<file path="config.mk">
export PLATFORM = sky130hd
export DESIGN_NAME = tbm_back
export DESIGN_NICKNAME = d
export VERILOG_FILES = /design/src/sv/tbm_pkg.sv /design/src/sv/tbm_back.sv
export SDC_FILE = /design/constraint.sdc
export NUM_CORES = 1
export LEC_CHECK = 0
export BUFFER_PORTS_ARGS = -buffer_cell sky130_fd_sc_hd__buf_4
export CAP_MARGIN = 20
export CORE_ASPECT_RATIO = 0.75
export CORE_MARGIN = 1.5
export CORE_UTILIZATION = 45
export CTS_BUF_LIST = sky130_fd_sc_hd__clkbuf_16
export CTS_CLUSTER_SIZE = 12
export DETAILED_ROUTE_END_ITERATION = 16
export GPL_TIMING_DRIVEN = 0
export MAX_ROUTING_LAYER = met4
export PLACE_DENSITY = 0.82
export SETUP_SLACK_MARGIN = 0.15
export SLEW_MARGIN = 20
export SYNTH_ARGS = -nofsm -noshare
export SYNTH_HDL_FRONTEND = slang
export SYNTH_SLANG_ARGS = --single-unit
</file>
<file path="constraint.sdc">
create_clock -name i_clk -period 3.9 [get_ports i_clk]
set_clock_uncertainty 0.15 [all_clocks]
set_input_delay 0.585 -clock i_clk [delete_from_list [all_inputs] [get_ports i_clk]]
set_output_delay 0.585 -clock i_clk [all_outputs]
set_load 0.02 [all_outputs]
</file>
<file path="src/sv/tbm_pkg.sv">
// Shared types and constants for the tilt bubble LED mapper.
// No dependencies; every other file refers to this package by scoped names.
`default_nettype none

package tbm_pkg;

    localparam int LedCount    = 12;
    localparam int LedLast     = LedCount - 1;
    localparam int CordicSteps = 24;
    localparam int VecScale    = 20;
    localparam int VecW        = 39;   // |v| < 2^37 after gain and the diagonal
    localparam int ZW          = 34;   // angle in 2^32 per turn, with headroom
    localparam int SampleW     = 16;
    localparam int ThrW        = 15;
    localparam int SqW         = 31;   // one square of a 16-bit sample
    localparam int RedSqW      = 2 * ThrW;

    localparam logic signed [ZW-1:0] HalfTurn = 34'sh080000000;

    localparam logic [LedCount-1:0] MaskAll  = {LedCount{1'b1}};
    localparam logic [LedCount-1:0] MaskPair = LedCount'(1) | (LedCount'(1) << LedLast);
    localparam logic [LedCount-1:0] MaskLow  = LedCount'(1);
    localparam logic [LedCount-1:0] MaskHigh = LedCount'(1) << LedLast;

    // atan(2^-i) in units of 2^32 per turn
    localparam logic [31:0] AtanTab [CordicSteps] = '{
        32'd536870912, 32'd316933406, 32'd167458907, 32'd85004756,
        32'd42667331,  32'd21354465,  32'd10680094,  32'd5340245,
        32'd2670163,   32'd1335087,   32'd667544,    32'd333772,
        32'd166886,    32'd83443,     32'd41722,     32'd20861,
        32'd10430,     32'd5215,      32'd2608,      32'd1304,
        32'd652,       32'd326,       32'd163,       32'd81
    };

    // register index on the configuration port (paddr[2])
    localparam logic RegLevelThr = 1'b0;
    localparam logic RegRedThr   = 1'b1;

    typedef enum logic [1:0] {
        ColGreen  = 2'd0,
        ColOrange = 2'd1,
        ColRed    = 2'd2
    } t_colour;

    // classification that travels alongside the angle pipeline
    typedef struct packed {
        logic                level;
        logic                special;
        logic                zero;
        t_colour             colour;
        logic [LedCount-1:0] spec_mask;
    } t_side;

endpackage

`default_nettype wire

</file>
<file path="src/sv/tbm_back.sv">
// Back end: angle quantisation, LED index rounding and clamp, result register.
// Depends on tbm_pkg.
`default_nettype none

module tbm_back #(
    parameter int ANGLE_BITS = 16
) (
    input  wire logic                              i_clk,
    input  wire logic                              i_rst_n,
    input  wire logic                              i_vld,
    input  wire logic signed [tbm_pkg::ZW-1:0]     i_z,
    input  wire tbm_pkg::t_side                    i_side,
    output logic                                   o_done,
    output logic [tbm_pkg::LedCount-1:0]           o_led_mask,
    output logic [1:0]                             o_colour
);

    localparam int AW   = ANGLE_BITS + 2;   // quantised angle
    localparam int VW   = ANGLE_BITS + 3;   // angle plus index offset
    localparam int IdxW = 5;

    localparam logic signed [tbm_pkg::ZW-1:0] ZRound = tbm_pkg::ZW'(1) <<< (31 - ANGLE_BITS);
    localparam logic signed [VW-1:0] Offset = VW'(tbm_pkg::LedLast) <<< (ANGLE_BITS - 5);
    localparam logic signed [VW-1:0] IRound = VW'(1) <<< (ANGLE_BITS - 5);

    logic                   r_d_vld;
    logic signed [AW-1:0]   r_d_ang;
    tbm_pkg::t_side         r_d_side;

    logic                   r_done;
    logic [tbm_pkg::LedCount-1:0] r_led_mask;
    tbm_pkg::t_colour       r_colour;

    logic signed [tbm_pkg::ZW-1:0] z_q;
    logic signed [AW-1:0]   n_d_ang;
    logic signed [VW-1:0]   v, v_rnd;
    logic [IdxW-1:0]        idx_raw;
    logic [3:0]             idx;
    logic [tbm_pkg::LedCount-1:0] n_led_mask;

    always_comb begin
        z_q     = (i_z + ZRound) >>> (32 - ANGLE_BITS);
        n_d_ang = i_side.zero ? '0 : z_q[AW-1:0];
    end

    always_comb begin
        v       = Offset + {{(VW-AW){r_d_ang[AW-1]}}, r_d_ang};
        v_rnd   = v + IRound;
        idx_raw = v_rnd[ANGLE_BITS:ANGLE_BITS-4];
        if (v < 0) begin
            idx = '0;
        end else if (idx_raw > IdxW'(tbm_pkg::LedLast)) begin
            idx = 4'(tbm_pkg::LedLast);
        end else begin
            idx = idx_raw[3:0];
        end

        if (r_d_side.level) begin
            n_led_mask = tbm_pkg::MaskAll;
        end else if (r_d_side.special) begin
            n_led_mask = r_d_side.spec_mask;
        end else begin
            n_led_mask = tbm_pkg::LedCount'(1) << idx;
        end
    end

    always_ff @(posedge i_clk) begin
        if (!i_rst_n) begin
            r_d_vld <= 1'b0;
            r_done  <= 1'b0;
        end else begin
            r_d_vld <= i_vld;
            r_done  <= r_d_vld;
        end
    end

    always_ff @(posedge i_clk) begin
        r_d_ang    <= n_d_ang;
        r_d_side   <= i_side;
        r_led_mask <= n_led_mask;
        r_colour   <= r_d_side.colour;
    end

    assign o_done     = r_done;
    assign o_led_mask = r_led_mask;
    assign o_colour   = r_colour;

endmodule

`default_nettype wire
</file>
# Word-level counts from Yosys, hierarchy flattened
# Index checks and enable logic that the tools add are counted.
[word_totals] regBits=50 in_bits=54 output_inout_bits=15 elab_cells=18
[classes] add_sub_neg=3 magnitude_cmp=2 shift=1 mux=3
[ops] cell="$add A34 B17 Y34 const B" n=1
[ops] cell="$add A16 B18 Y19 const A" n=1
[ops] cell="$lt A19 B1 Y1 const B" n=1
[ops] cell="$add A17 B13 Y17 const B" n=1
[ops] cell="$mux W12" n=1
[ops] cell="$shl A1 B4 Y12 const A" n=1
[ops] cell="$mux W4" n=2
[ops] cell="$gt A5 B4 Y1 const B" n=1

# Logic depth before layout (Yosys ltp)
[depth] depth_word=7 mapped_depth=9 depth_no_buf=7

# Worst setup path before layout
# No wires, ideal clock.
[synth_timing] path_type="register to register" from="reg r_d_ang[11]" to="reg r_led_mask (netlist bit o_led_mask[1])" setup_time_ns=0.084 arrival_ns=2.313 required_ns=3.666 path_slack_ns=1.352 path_stages_with_launch=10 n_path_buf=2 synth_period_minus_slack_ns=2.548 cell_sequence="dfxtp_1 buf_2 inv_1 ha_1 buf_6 or4_1 o311ai_1 o211ai_4 or3_1 o31ai_2"
[synth_via] elab_chain_len=7 word_cells_on_any_way=8 cone_classes="2 x add/sub; 2 x order compare; 1 x shift; 3 x mux"
[synth_lines] element="start, declared" line_no="tbm_back.sv:27" rtl="logic signed [AW-1:0] r_d_ang;"
[synth_lines] element="start signal, assigned" line_no="tbm_back.sv:78" rtl="r_d_ang <= n_d_ang;"
[synth_lines] element="$add A16 B18 Y19 *" line_no="tbm_back.sv:47" rtl="v = Offset + {{(VW-AW){r_d_ang[AW-1]}}, r_d_ang};"
[synth_lines] element="$add A17 B13 Y17" line_no="tbm_back.sv:48" rtl="v_rnd = v + IRound;"
[synth_lines] element="$gt A5 B4 Y1" line_no="tbm_back.sv:52" rtl="end else if (idx_raw > IdxW'(tbm_pkg::LedLast)) begin"
[synth_lines] element="$mux W4" line_no="tbm_back.sv:52"
[synth_lines] element="$mux W4 *" line_no="tbm_back.sv:50" rtl="if (v < 0) begin"
[synth_lines] element="$shl A1 B4 Y12 *" line_no="tbm_back.sv:63" rtl="n_led_mask = tbm_pkg::LedCount'(1) << idx;"
[synth_lines] element="$mux W12 *" line_no="tbm_back.sv:60" rtl="end else if (r_d_side.special) begin"
[synth_lines] element="end signal, assigned" line_no="tbm_back.sv:80" rtl="r_led_mask <= n_led_mask;"
[synth_lines] element="end, declared" line_no="tbm_back.sv:31" rtl="logic [tbm_pkg::LedCount-1:0] r_led_mask;"
# Mark *: on every way between the ends. The rest lies on a longest branch, timed or not.
# A chain may end at the register's enable or synchronous reset.

# Worst setup path after layout
# Same ends and word-level chain as after synthesis.

==> metrics.txt <==
Tmin final between 2 and 3 ns; number of flops mapped to enable cells by yosys 0; Slew @ Worst Pin 0.565 ns; Max-Cap Viols 0; total gr overflow 0; area leader, netlist dfxtp_1; routed len/inst 14.1 um; share of the synthesized area in the top cell type 0.480; Hold Crit Depth 0; slew margin rel. 0.620; register area 781 um2; Cell Pwr Density 470 mW/mm2; Synth cell types 48; CP startpoint kind flop; first-pass GRT wire length 5900 um; Vias 1394; H-tree depth 2; Gates resized, CTS repair 0; hold_buf cts 0; Post-DP HPWL 2670 um; footprint of the multi-input gates 776 um2; Mapped Area 0.00163 mm2; # fillers 275; sequential area share after synthesis 0.480; Max Freq 355 MHz; Hold Path Class reg2reg; Synth area leaders dfxtp_1 48%, o41ai_2 6.0%, a21oi_1 4.3%; DR vias/cell 5.40; setup TNS 0 ns; clock buffer count from CTS 5; layout cells sized above 1 0.362; R2R Setup Slk 1.08 ns; num rows 18; syn_area_per_cell 10.4 um2; Sink Count 39; Initial Util 0.481; Gate Count Post-Synth 157; clock-pin slew on the worst setup and hold paths 0.06 ns; # setup viols final 0; IO Port Bufs 53; top-count cell post-synth dfxtp_1; worst hold slack 0.179 ns; highest net fanout along the worst path 10; depth of the worst register-to-register path 9; DRT Pass-1 Iters 4; largest net degree at the start of global routing 14; initial DRC count 70; Pleak 0.948 nW; status complete, no violations; DRC errors left 0; I/O pins 69; Synth async-reset ratio 0; Synth Net Count 212; crit share post-route 0.722; synthesis-to-finish area growth 38.0%; Global Route Usage Sum 0.205; vias in the first global route 1251; Post-CTS Setup Bufs 0; Clock Tree Root clkbuf_16; worst setup path class reg2reg; Pwr Total 1.05 mW; antenna violations before repair 0; Synth Flop Type dfxtp_1; synth cell count leaders 39 x dfxtp_1, 14 x a21oi_1, 9 x nor2_1; unrepaired setup endpoints after global routing no; FF+latch count, synth 39; Core Area 0.00338 mm2; Antenna diodes 0; Die X roughly 72 um; Final nets about 270; GPL Wtd Cong 0.817; CP Capture Type flop; Synth Warn # 0; wirelength, routed between 3000 and 4000 um; VDD IR max 398 uV; clock latency at the later pin of the worst-skew pair 0.28 ns; Die Area 0.00398 mm2; clk buf depth 2; ANT nets after route 0; fin. max-slew vios 0; Worst Path Arrival around 2.9 ns; Worst EP required 3.94 ns; Hold Fails Final Rpt 0; CTS tree built; Die Span Y 55.0 um; Final Util 0.664
power by group:
part           total (mW)  switching (mW)  internal, mW
Combinational       0.161          0.0860        0.0755
Sequential          0.434          0.0114         0.423
Clock               0.458           0.157         0.301
Total                1.05           0.254         0.800
layer usage:
layer	up-vias	part of all wire	track usage
met5	-	0	-
met3	7	0.046	0.0399
met1	641	0.49	0.281
li1	702	-	-
met4	0	0.019	0.0849
met2	44	0.44	0.301
sequential cells by signal, indices dropped and copies added, names as in the netlist:
signal / cells
o_led_mask: 12
r_d_vld: 1
o_done: 1
r_d_ang: 7
r_d_side: 16
o_colour: 2
worst paths after layout:
check,startpoint,endpoint
setup reg to reg,r_d_ang[11],o_led_mask[1]
hold / removal,r_d_side[13],o_colour[1]
setup / recovery,r_d_ang[11],o_led_mask[1]
hold reg to reg,r_d_side[13],o_colour[1]
logic make-up after synthesis:
group / count (synthesis) / share of synthesized area
flip-flops: 39 / 0.480
multiplexers: 1 / 0.00616
AND/OR/NAND/NOR: 53 / 0.194
AO/OA/AOI/OAI: 42 / 0.226
buffers and inverters: 13 / 0.0423
XOR/XNOR: 8 / 0.0431
adder cells (fa/ha/maj): 1 / 0.00770
placed cells by master, fill, tap and decap left out, types with 2 or more instances in the layout:
cell type	netlist	layout
dfxtp_1	39	39
nand3b_1	2	2
o41ai_1	3	3
xor2_1	4	4
o41ai_2	6	6
buf_6	2	2
nand2b_1	3	3
and3_1	3	3
o211ai_1	3	3
clkbuf_1	3	3
o211a_1	2	2
nor2_1	9	9
inv_1	6	6
nand2_1	7	7
buf_4	1	54
clkbuf_16	0	5
or3_1	3	3
nand4_1	6	6
a211oi_2	2	2
and2_1	2	2
nand3_1	2	2
a21oi_1	14	14
a31oi_1	2	2
nor3_1	4	4
nor3b_1	2	2
xnor2_1	4	4
area by class of cell:
| class | instances | area share |
|---|---|---|
| plain buffers | 7 | 0.0206 |
| clock buffers | 5 | 0.0558 |
| clock inverters | 3 | 0.0195 |
| inverters | 6 | 0.0100 |
| multi-input cells | 105 | 0.346 |
| flip-flops and latches | 39 | 0.348 |
| well taps | 40 | 0.0223 |
| repair buffers | 53 | 0.177 |
stage by stage:
| stage | setup slack (ns) | cell area [um2] | instances |
|---|---|---|---|
| after global placement | 1.17 | 2070 | 250 |
| after global routing | 0.904 | 2240 | 258 |
| final | 1.08 | 2240 | 258 |
| after CTS | 1.09 | 2240 | 258 |
| after floorplan | 1.35 | 1630 | 157 |
| after detailed placement | 1.11 | 2070 | 250 |
worst max-delay path, stage by stage (launching register included):
cell and delay [ns]:
dfxtp_1 0.34, buf_2 0.23, inv_1 0.06, ha_1 0.30, buf_6 0.14, or4_1 0.50, o311ai_1 0.17, o211ai_4 0.19
or3_1 0.42, o31ai_2 0.22
(Power assumes the default switching activity.)
