File: src/sv/tbm_pkg.sv
// Shared types and constants for the tilt bubble LED mapper.
// No dependencies; every other file refers to this package by scoped names.
`default_nettype none

package tbm_pkg;

    localparam int LedCount    = 12;
    localparam int LedLast     = LedCount - 1;
    localparam int CordicSteps = 24;
    localparam int VecScale    = 20;
    localparam int VecW        = 39;   // |v| < 2^37 after gain and the diagonal
    localparam int ZW          = 34;   // angle in 2^32 per turn, with headroom
    localparam int SampleW     = 16;
    localparam int ThrW        = 15;
    localparam int SqW         = 31;   // one square of a 16-bit sample
    localparam int RedSqW      = 2 * ThrW;

    localparam logic signed [ZW-1:0] HalfTurn = 34'sh080000000;

    localparam logic [LedCount-1:0] MaskAll  = {LedCount{1'b1}};
    localparam logic [LedCount-1:0] MaskPair = LedCount'(1) | (LedCount'(1) << LedLast);
    localparam logic [LedCount-1:0] MaskLow  = LedCount'(1);
    localparam logic [LedCount-1:0] MaskHigh = LedCount'(1) << LedLast;

    // atan(2^-i) in units of 2^32 per turn
    localparam logic [31:0] AtanTab [CordicSteps] = '{
        32'd536870912, 32'd316933406, 32'd167458907, 32'd85004756,
        32'd42667331,  32'd21354465,  32'd10680094,  32'd5340245,
        32'd2670163,   32'd1335087,   32'd667544,    32'd333772,
        32'd166886,    32'd83443,     32'd41722,     32'd20861,
        32'd10430,     32'd5215,      32'd2608,      32'd1304,
        32'd652,       32'd326,       32'd163,       32'd81
    };

    // register index on the configuration port (paddr[2])
    localparam logic RegLevelThr = 1'b0;
    localparam logic RegRedThr   = 1'b1;

    typedef enum logic [1:0] {
        ColGreen  = 2'd0,
        ColOrange = 2'd1,
        ColRed    = 2'd2
    } t_colour;

    // classification that travels alongside the angle pipeline
    typedef struct packed {
        logic                level;
        logic                special;
        logic                zero;
        t_colour             colour;
        logic [LedCount-1:0] spec_mask;
    } t_side;

endpackage

`default_nettype wire

File: src/sv/tbm_front.sv
// Front end: sample register, level/lean classification, squares, colour
// compare and CORDIC pre-rotation. Depends on tbm_pkg.
`default_nettype none

module tbm_front (
    input  wire logic                                  i_clk,
    input  wire logic                                  i_rst_n,
    input  wire logic                                  i_accept,
    input  wire logic signed [tbm_pkg::SampleW-1:0]    i_x_raw,
    input  wire logic signed [tbm_pkg::SampleW-1:0]    i_y_raw,
    input  wire logic [tbm_pkg::ThrW-1:0]              i_level_thr,
    input  wire logic [tbm_pkg::RedSqW-1:0]            i_red_sq,
    output logic                                       o_vld,
    output logic signed [tbm_pkg::VecW-1:0]            o_vx,
    output logic signed [tbm_pkg::VecW-1:0]            o_vy,
    output logic signed [tbm_pkg::ZW-1:0]              o_z,
    output tbm_pkg::t_side                             o_side
);

    // stage A: captured sample
    logic                               r_a_vld;
    logic signed [tbm_pkg::SampleW-1:0] r_a_x, r_a_y;

    // stage B: classification, squares, pre-rotated vector
    logic                               r_b_vld;
    logic [tbm_pkg::SqW-1:0]            r_b_x2, r_b_y2;
    logic signed [tbm_pkg::VecW-1:0]    r_b_vx, r_b_vy;
    logic signed [tbm_pkg::ZW-1:0]      r_b_z;
    tbm_pkg::t_side                     r_b_side;

    // stage C: colour settled
    logic                               r_c_vld;
    logic signed [tbm_pkg::VecW-1:0]    r_c_vx, r_c_vy;
    logic signed [tbm_pkg::ZW-1:0]      r_c_z;
    tbm_pkg::t_side                     r_c_side;

    logic signed [tbm_pkg::SampleW:0]   xs, ys;
    logic [tbm_pkg::SampleW:0]          ax, ay, thr;
    logic signed [2*tbm_pkg::SampleW-1:0] xsq, ysq;
    logic signed [tbm_pkg::VecW-1:0]    vx0, vy0;
    logic                               back_lean;
    tbm_pkg::t_side                     n_b_side;
    logic signed [tbm_pkg::VecW-1:0]    n_b_vx, n_b_vy;
    logic signed [tbm_pkg::ZW-1:0]      n_b_z;
    logic [tbm_pkg::SqW:0]              mag_sq;
    tbm_pkg::t_side                     n_c_side;

    always_comb begin
        xs  = {r_a_x[tbm_pkg::SampleW-1], r_a_x};
        ys  = {r_a_y[tbm_pkg::SampleW-1], r_a_y};
        ax  = r_a_x[tbm_pkg::SampleW-1] ? unsigned'(-xs) : unsigned'(xs);
        ay  = r_a_y[tbm_pkg::SampleW-1] ? unsigned'(-ys) : unsigned'(ys);
        thr = {2'b00, i_level_thr};

        xsq = (2*tbm_pkg::SampleW)'(r_a_x) * (2*tbm_pkg::SampleW)'(r_a_x);
        ysq = (2*tbm_pkg::SampleW)'(r_a_y) * (2*tbm_pkg::SampleW)'(r_a_y);

        // y below minus the threshold: backward lean
        back_lean = r_a_y[tbm_pkg::SampleW-1] && (ay > thr);

        n_b_side.level   = (ax < thr) && (ay < thr);
        n_b_side.special = back_lean && (ax != thr);
        n_b_side.zero    = (r_a_x == '0) && (r_a_y == '0);
        n_b_side.colour  = tbm_pkg::ColGreen;
        if (ax < thr) begin
            n_b_side.spec_mask = tbm_pkg::MaskPair;
        end else if (r_a_x[tbm_pkg::SampleW-1]) begin
            n_b_side.spec_mask = tbm_pkg::MaskLow;
        end else begin
            n_b_side.spec_mask = tbm_pkg::MaskHigh;
        end

        // vector (y, x) scaled up; fold the left half plane by a half turn
        vx0 = $signed({{(tbm_pkg::VecW-tbm_pkg::SampleW){r_a_y[tbm_pkg::SampleW-1]}}, r_a_y})
              <<< tbm_pkg::VecScale;
        vy0 = $signed({{(tbm_pkg::VecW-tbm_pkg::SampleW){r_a_x[tbm_pkg::SampleW-1]}}, r_a_x})
              <<< tbm_pkg::VecScale;
        if (r_a_y[tbm_pkg::SampleW-1]) begin
            n_b_vx = -vx0;
            n_b_vy = -vy0;
            n_b_z  = r_a_x[tbm_pkg::SampleW-1] ? -tbm_pkg::HalfTurn : tbm_pkg::HalfTurn;
        end else begin
            n_b_vx = vx0;
            n_b_vy = vy0;
            n_b_z  = '0;
        end
    end

    always_comb begin
        mag_sq   = {1'b0, r_b_x2} + {1'b0, r_b_y2};
        n_c_side = r_b_side;
        if (r_b_side.level) begin
            n_c_side.colour = tbm_pkg::ColGreen;
        end else if (mag_sq >= {{(tbm_pkg::SqW+1-tbm_pkg::RedSqW){1'b0}}, i_red_sq}) begin
            n_c_side.colour = tbm_pkg::ColRed;
        end else begin
            n_c_side.colour = tbm_pkg::ColOrange;
        end
    end

    always_ff @(posedge i_clk) begin
        if (!i_rst_n) begin
            r_a_vld <= 1'b0;
            r_b_vld <= 1'b0;
            r_c_vld <= 1'b0;
        end else begin
            r_a_vld <= i_accept;
            r_b_vld <= r_a_vld;
            r_c_vld <= r_b_vld;
        end
    end

    always_ff @(posedge i_clk) begin
        if (i_accept) begin
            r_a_x <= i_x_raw;
            r_a_y <= i_y_raw;
        end
        r_b_x2   <= xsq[tbm_pkg::SqW-1:0];
        r_b_y2   <= ysq[tbm_pkg::SqW-1:0];
        r_b_vx   <= n_b_vx;
        r_b_vy   <= n_b_vy;
        r_b_z    <= n_b_z;
        r_b_side <= n_b_side;
        r_c_vx   <= r_b_vx;
        r_c_vy   <= r_b_vy;
        r_c_z    <= r_b_z;
        r_c_side <= n_c_side;
    end

    assign o_vld  = r_c_vld;
    assign o_vx   = r_c_vx;
    assign o_vy   = r_c_vy;
    assign o_z    = r_c_z;
    assign o_side = r_c_side;

endmodule

`default_nettype wire

File: config.mk
export PLATFORM = sky130hd
export DESIGN_NAME = tbm_front
export DESIGN_NICKNAME = d
export VERILOG_FILES = /design/src/sv/tbm_pkg.sv /design/src/sv/tbm_front.sv
export SDC_FILE = /design/constraint.sdc
export NUM_CORES = 1
export LEC_CHECK = 0
export ABC_AREA = 1
export CORE_MARGIN = 1.5
export CORE_UTILIZATION = 45
export CTS_BUF_LIST = sky130_fd_sc_hd__clkbuf_2
export CTS_CLUSTER_DIAMETER = 50
export DETAILED_ROUTE_END_ITERATION = 8
export DONT_BUFFER_PORTS = 1
export PLACE_DENSITY = 0.66
export RECOVER_POWER = 25
export SKIP_CTS_REPAIR_TIMING = 1
export SYNTH_ARGS = -nofsm -noshare
export SYNTH_HDL_FRONTEND = slang
export SYNTH_SLANG_ARGS = --single-unit
export TNS_END_PERCENT = 30
File: constraint.sdc
create_clock -name i_clk -period 5.8 [get_ports i_clk]
set_input_delay 1.45 -clock i_clk [delete_from_list [all_inputs] [get_ports i_clk]]
set_output_delay 1.45 -clock i_clk [all_outputs]
set_load 0.005 [all_outputs]
### Yosys cells after proc, flatten, opt, wreduce, memory -nomap -nowiden

Cells that the tools add are included.

| operators by class | value |
|---|---|
| mux-type cells | 7 |
| equality and inequality tests | 1 |
| reduce and logical (&&, ||, !) cells | 6 |
| multiply operators | 2 |
| add/subtract/negate cells | 5 |
| magnitude comparators | 4 |

Operators with widths:

| operator | count |
|---|---|
| $neg A36 Y39 | 2 |
| $mul A16 B16 Y31 | 2 |
| $mux W39 | 1 |
| $mux W35 | 1 |
| $lt A17 B15 Y1 | 2 |
| $mux W17 | 2 |
| $mux W34 | 1 |
| $neg A16 Y17 | 2 |
| $add A31 B31 Y32 | 1 |
| $ge A32 B30 Y1 | 1 |
| $logic_not A16 Y1 | 2 |
| $gt A17 B15 Y1 | 1 |
| $ne A17 B15 Y1 | 1 |
| $mux W12 | 1 |
| $logic_and A1 B1 Y1 | 4 |
| $mux W2 | 1 |

| word-level totals | value |
|---|---|
| register bits | 353 |
| output and inout bits | 130 |
| word-level logic and storage cells | 49 |
| input port bits | 80 |

### Longest topological paths before layout

| logic depth | value |
|---|---|
| depth in word-level cells | 5 |
| gate-level depth with buffers | 29 |
| mapped depth without buffers | 26 |

### Least setup slack after synthesis

Ideal clock, no wire load.

| timing | value |
|---|---|
| path type | register to register |
| start point | register r_a_y[15] (netlist bit) |
| end point | register r_b_y2[30] (netlist bit) |
| path buffers | 3 |
| clock period less this slack | 6.267 ns |
| stages on the path, launching flop included | 23 |
| setup time | 0.127 ns |
| arrival | 6.140 ns |
| slack | -0.467 ns |
| data required time | 5.673 ns |
| cells stage by stage | edfxtp_1 -> clkbuf_1 -> clkbuf_1 -> buf_1 -> nand2_1 -> inv_1 -> fa_1 -> fa_1 -> inv_1 -> fa_1 -> inv_1 -> fa_1 -> fa_1 -> inv_1 -> fa_1 -> inv_1 -> ha_1 -> inv_1 -> nor3_1 -> nor3b_1 -> a221oi_1 -> o21ai_0 -> xor2_1 |

| on the way | value |
|---|---|
| word-level cells in the longest chain between the ends | 1 |

Ends and longest elaborated chain:

| item | RTL line | text |
|---|---|---|
| start: declaration | tbm_front.sv:22 | `logic signed [tbm_pkg::SampleW-1:0] r_a_x, r_a_y;` |
| start signal: assignment | tbm_front.sv:116 | `r_a_y <= i_y_raw;` |
| $mul A16 B16 Y31 | tbm_front.sv:56 | `ysq = (2*tbm_pkg::SampleW)'(r_a_y) * (2*tbm_pkg::SampleW)'(r_a_y);` |
| via ysq, one bit | tbm_front.sv:39 | `logic signed [2*tbm_pkg::SampleW-1:0] xsq, ysq;` |
| end signal: assignment | tbm_front.sv:119 | `r_b_y2 <= ysq[tbm_pkg::SqW-1:0];` |
| end: declaration | tbm_front.sv:26 | `logic [tbm_pkg::SqW-1:0] r_b_x2, r_b_y2;` |

The timed path passes the listed nets, and every way through them passes these cells.
A chain may end at the register's enable or synchronous reset.

### Final worst setup path

| timing | value |
|---|---|
| start point | register r_a_y[9] (netlist bit) |
| end point | register r_b_y2[28] (netlist bit) |

Same word-level chain as after synthesis.

==> impl_metrics.py <==
metrics = {
    "drt": {
        "final_antenna_net_count": 0,
        "vias_per_cell": 4.760,
        "drc": 0,
        "drtPass1Iterations": 5,
        "routed_wirelength_um": 63080,
        "wl_per_cell_um": 15.86,
        "drtIter0Drc": 854,
        "vias": 18930,
    },
    "global_routing": {
        "grt_max_degree": 40,
        "antenna_found_initial": 3,
        "grt_pass1_wl_um": 99730,
        "grt_remaining_overflow": 0,
        "track_usage": 0.2131,
        "grt_pass1_vias": 19520,
    },
    "timing": {
        "final-max-slew-violation-count": 0,
        "min_period_ns": 5.686,
        "setup-violations-final": 0,
        "hold_ws_ns": 0.2305,
        "finalCritPeriodShare": 0.9804,
        "finalHoldViolCount": 0,
        "clock_skew_ns": 0.1362,
        "fmax_ghz": 0.1759,
        "slew_headroom": 0.3227,
        "rsz0062_at_grt": "yes",
        "tightest_slew_ns": 1.005,
    },
    "cts": {
        "cts-root-buf": "clkbuf_2",
        "clockBufferDepth": 2,
        "cts_tree": "yes",
        "cts_max_level": 4,
        "clk_pin_slew_worst_paths_ns": 0.43,
        "cts_made_buffers": 17,
        "cts_num_sinks": 185,
        "clk_latency_ns": 1.08,
    },
    "floorplan": {
        "die-height_um": 246.3,
        "initial_core_util": 0.4581,
        "coreArea_mm2": 0.05814,
        "dieArea_mm2": 0.06064,
        "rows": 88,
        "die_w_um": 246.3,
        "io_pins": 210,
    },
    "final_layout": {
        "drive_gt1_frac": 0.1218,
        "post-route-util": 0.5116,
        "finalInstanceArea_mm2": 0.02974,
        "area_growth_pct": 11.69,
        "final_nets": 4010,
    },
    "critical_path": {
        "cp.required_ns": 6.71,
        "r2r_end": "r_b_y2[28]$_DFF_P_",
        "crit_path_end": "r_b_y2[28]$_DFF_P_",
        "r2r-start": "r_a_y[9]$_DFFE_PP_",
        "reg2reg_slack_ns": 0.11,
        "rr_worst_depth": 23,
        "end_kind": "flip-flop",
        "critical_path.startpoint": "r_a_y[9]$_DFFE_PP_",
        "worstPathMaxFanout": 17,
        "path_class": "reg2reg",
        "startpoint_type": "flip-flop",
        "cp_data_arrival_time_ns": 6.60,
    },
    "synthesis": {
        "syn_area_per_cell_um2": 8.598,
        "synth_seq_area_share": 0.1511,
        "synth-edff-count": 32,
        "synth_area_mm2": 0.02663,
        "synth_cell_type_count": 54,
        "synth_cells": 3097,
        "async_flop_share": 0,
        "yosysWarnings": 0,
        "synthFlopType": "dfxtp_1",
        "synth.ff_latch_count": 185,
    },
    "placed_design": {
        "hpwl_um": 52650,
        "gp_congestion": 0.8859,
        "post_dp_cell_area_mm2": 0.02812,
        "io_buffer_count": 0,
    },
    "job": {
        "cap_violations": 0,
    },
    "hold_path": {
        "hp-class": "reg2reg",
    },
    "run_status": {
        "status": "completed",
    },
}
## cells in the mapped netlist, drive strengths merged (4+ instances only)
cell    number  area, µm²
ha         270       3378
a21boi       6      48.80
or2          8      52.55
dfxtp      153       3063
nor2       115      436.7
edfxtp      32      960.9
o21ai       90      465.4
nand2      486       1832
nor3        25      136.4
o21bai       9      71.32
nand4       17      118.9
nand3       40      200.2
clkbuf      47      176.4
a31o         4      35.03
a211oi       6      45.04
fa         463       9269
nor4         9      71.32
xor2        89      779.5
o21a         8      60.06
buf        109      733.2
inv        904       3393
a21o         9      67.56
a21oi      125      625.6
xnor2       49      429.2
## routing by layer
metal	global-route usage	vias to the layer above	routed length, µm
li1	-	9160	-
met1	0.2820	9221	28250
met2	0.3508	467	29540
met3	0.04444	81	3744
met4	0.06385	0	1549
met5	0	-	0
## cell type report
type,count,area (µm²)
Antenna cell,2,5.005
Sequential cell,185,4024
Fill cell,5439,28390
Multi-Input combinational cell,1933,19560
Clock buffer,18,90.09
Timing Repair Buffer,155,1505
Inverter,905,3405
Tap cell,765,957.2
Clock inverter,14,197.7
## worst min-delay path by stage
stage / startpoint / to / depth (start not counted)
final: r_b_vx[25]$_DFF_P_ / o_vx[25]$_DFF_P_ / 0
after global routing: r_b_vx[28]$_DFF_P_ / o_vx[28]$_DFF_P_ / 0
after CTS: r_b_vx[25]$_DFF_P_ / o_vx[25]$_DFF_P_ / 0
after detailed placement: r_b_vy[30]$_DFF_P_ / o_vy[30]$_DFF_P_ / 0
after global placement: r_b_vx[24]$_DFF_P_ / o_vx[24]$_DFF_P_ / 0
after floorplan: n_c_side[0]$_SDFF_PP1_ / o_side[0]$_DFF_P_ / 0
## logic make-up (layout without fill, tap and decap cells)
group / count (synthesis) / in the layout / share of synthesized area
AND/OR/NAND/NOR: 705 / 705 / 0.1082
XOR/XNOR: 138 / 138 / 0.04539
other: 1 / 85 / 0.0001408
AO/OA/AOI/OAI: 274 / 274 / 0.05850
flip-flops: 185 / 185 / 0.1511
buffers and inverters: 1061 / 1092 / 0.1617
adder cells (fa/ha/maj): 733 / 733 / 0.4749
## cells in the final DEF (no fill, tap or decap), drive strengths merged, types with 2 or more instances in the layout
master and instances:
a31oi 3, nand4 17, conb 83, a21oi 125, o2111ai 3, clkbuf 20, a221oi 2, edfxtp 32
nor2 115, clkinv 5, nor3b 2, o211ai 3, fa 463, buf 153, nand3 40, ha 270
nor3 25, inv 912, a21boi 6, or2 8, o31ai 3, a21o 9, o21ai 90, nor4 9
a211oi 6, o21bai 9, bufinv 2, dfxtp 153, xor2 89, o21a 8, a31o 4, nand2 486
diode 2, xnor2 49
## registers in the layout, summed over array words and instances (netlist names)
| name | flops |
|---|---|
| r_b_y2 | 30 |
| r_a_vld | 1 |
| r_b_vld | 1 |
| n_c_side | 5 |
| r_a_y | 16 |
| o_vx | 19 |
| o_side | 7 |
| r_b_x2 | 30 |
| o_vld | 1 |
| o_vy | 19 |
| o_z | 2 |
| r_b_z | 2 |
| r_b_vx | 18 |
| r_b_vy | 18 |
| r_a_x | 16 |
## critical path, cell delays in order (launching register included)
cell	delay [ns]
edfxtp_1	0.51
buf_12	0.18
nand2_2	0.08
inv_1	0.07
fa_1	0.52
inv_1	0.06
fa_2	0.59
fa_1	0.46
fa_1	0.55
inv_1	0.05
fa_1	0.49
fa_1	0.42
ha_1	0.34
nand2_1	0.18
inv_1	0.08
a21oi_1	0.20
o21ai_2	0.12
nand2_1	0.09
nand3_2	0.09
nand3_1	0.10
nand2_2	0.07
nand2_1	0.06
nand2_1	0.06
xor2_1	0.14
## through the flow
| step | cells | TNS [ns] | setup WS (ns) |
|---|---|---|---|
| 2_1_floorplan | 3179 | -0.01048 | -0.01048 |
| 3_3_place_gp | 3902 | -0.08508 | -0.06063 |
| 3_5_place_dp | 3902 | -0.05188 | -0.03496 |
| 4_1_cts | 3934 | -0.3210 | -0.08232 |
| 5_1_grt | 3977 | -0.2625 | -0.05869 |
| 6_report | 3977 | 0 | 0.1139 |
Power is left out: the tool's default activity adds up to more than one toggle a clock period on the data nets, which glitch-free logic cannot reach.
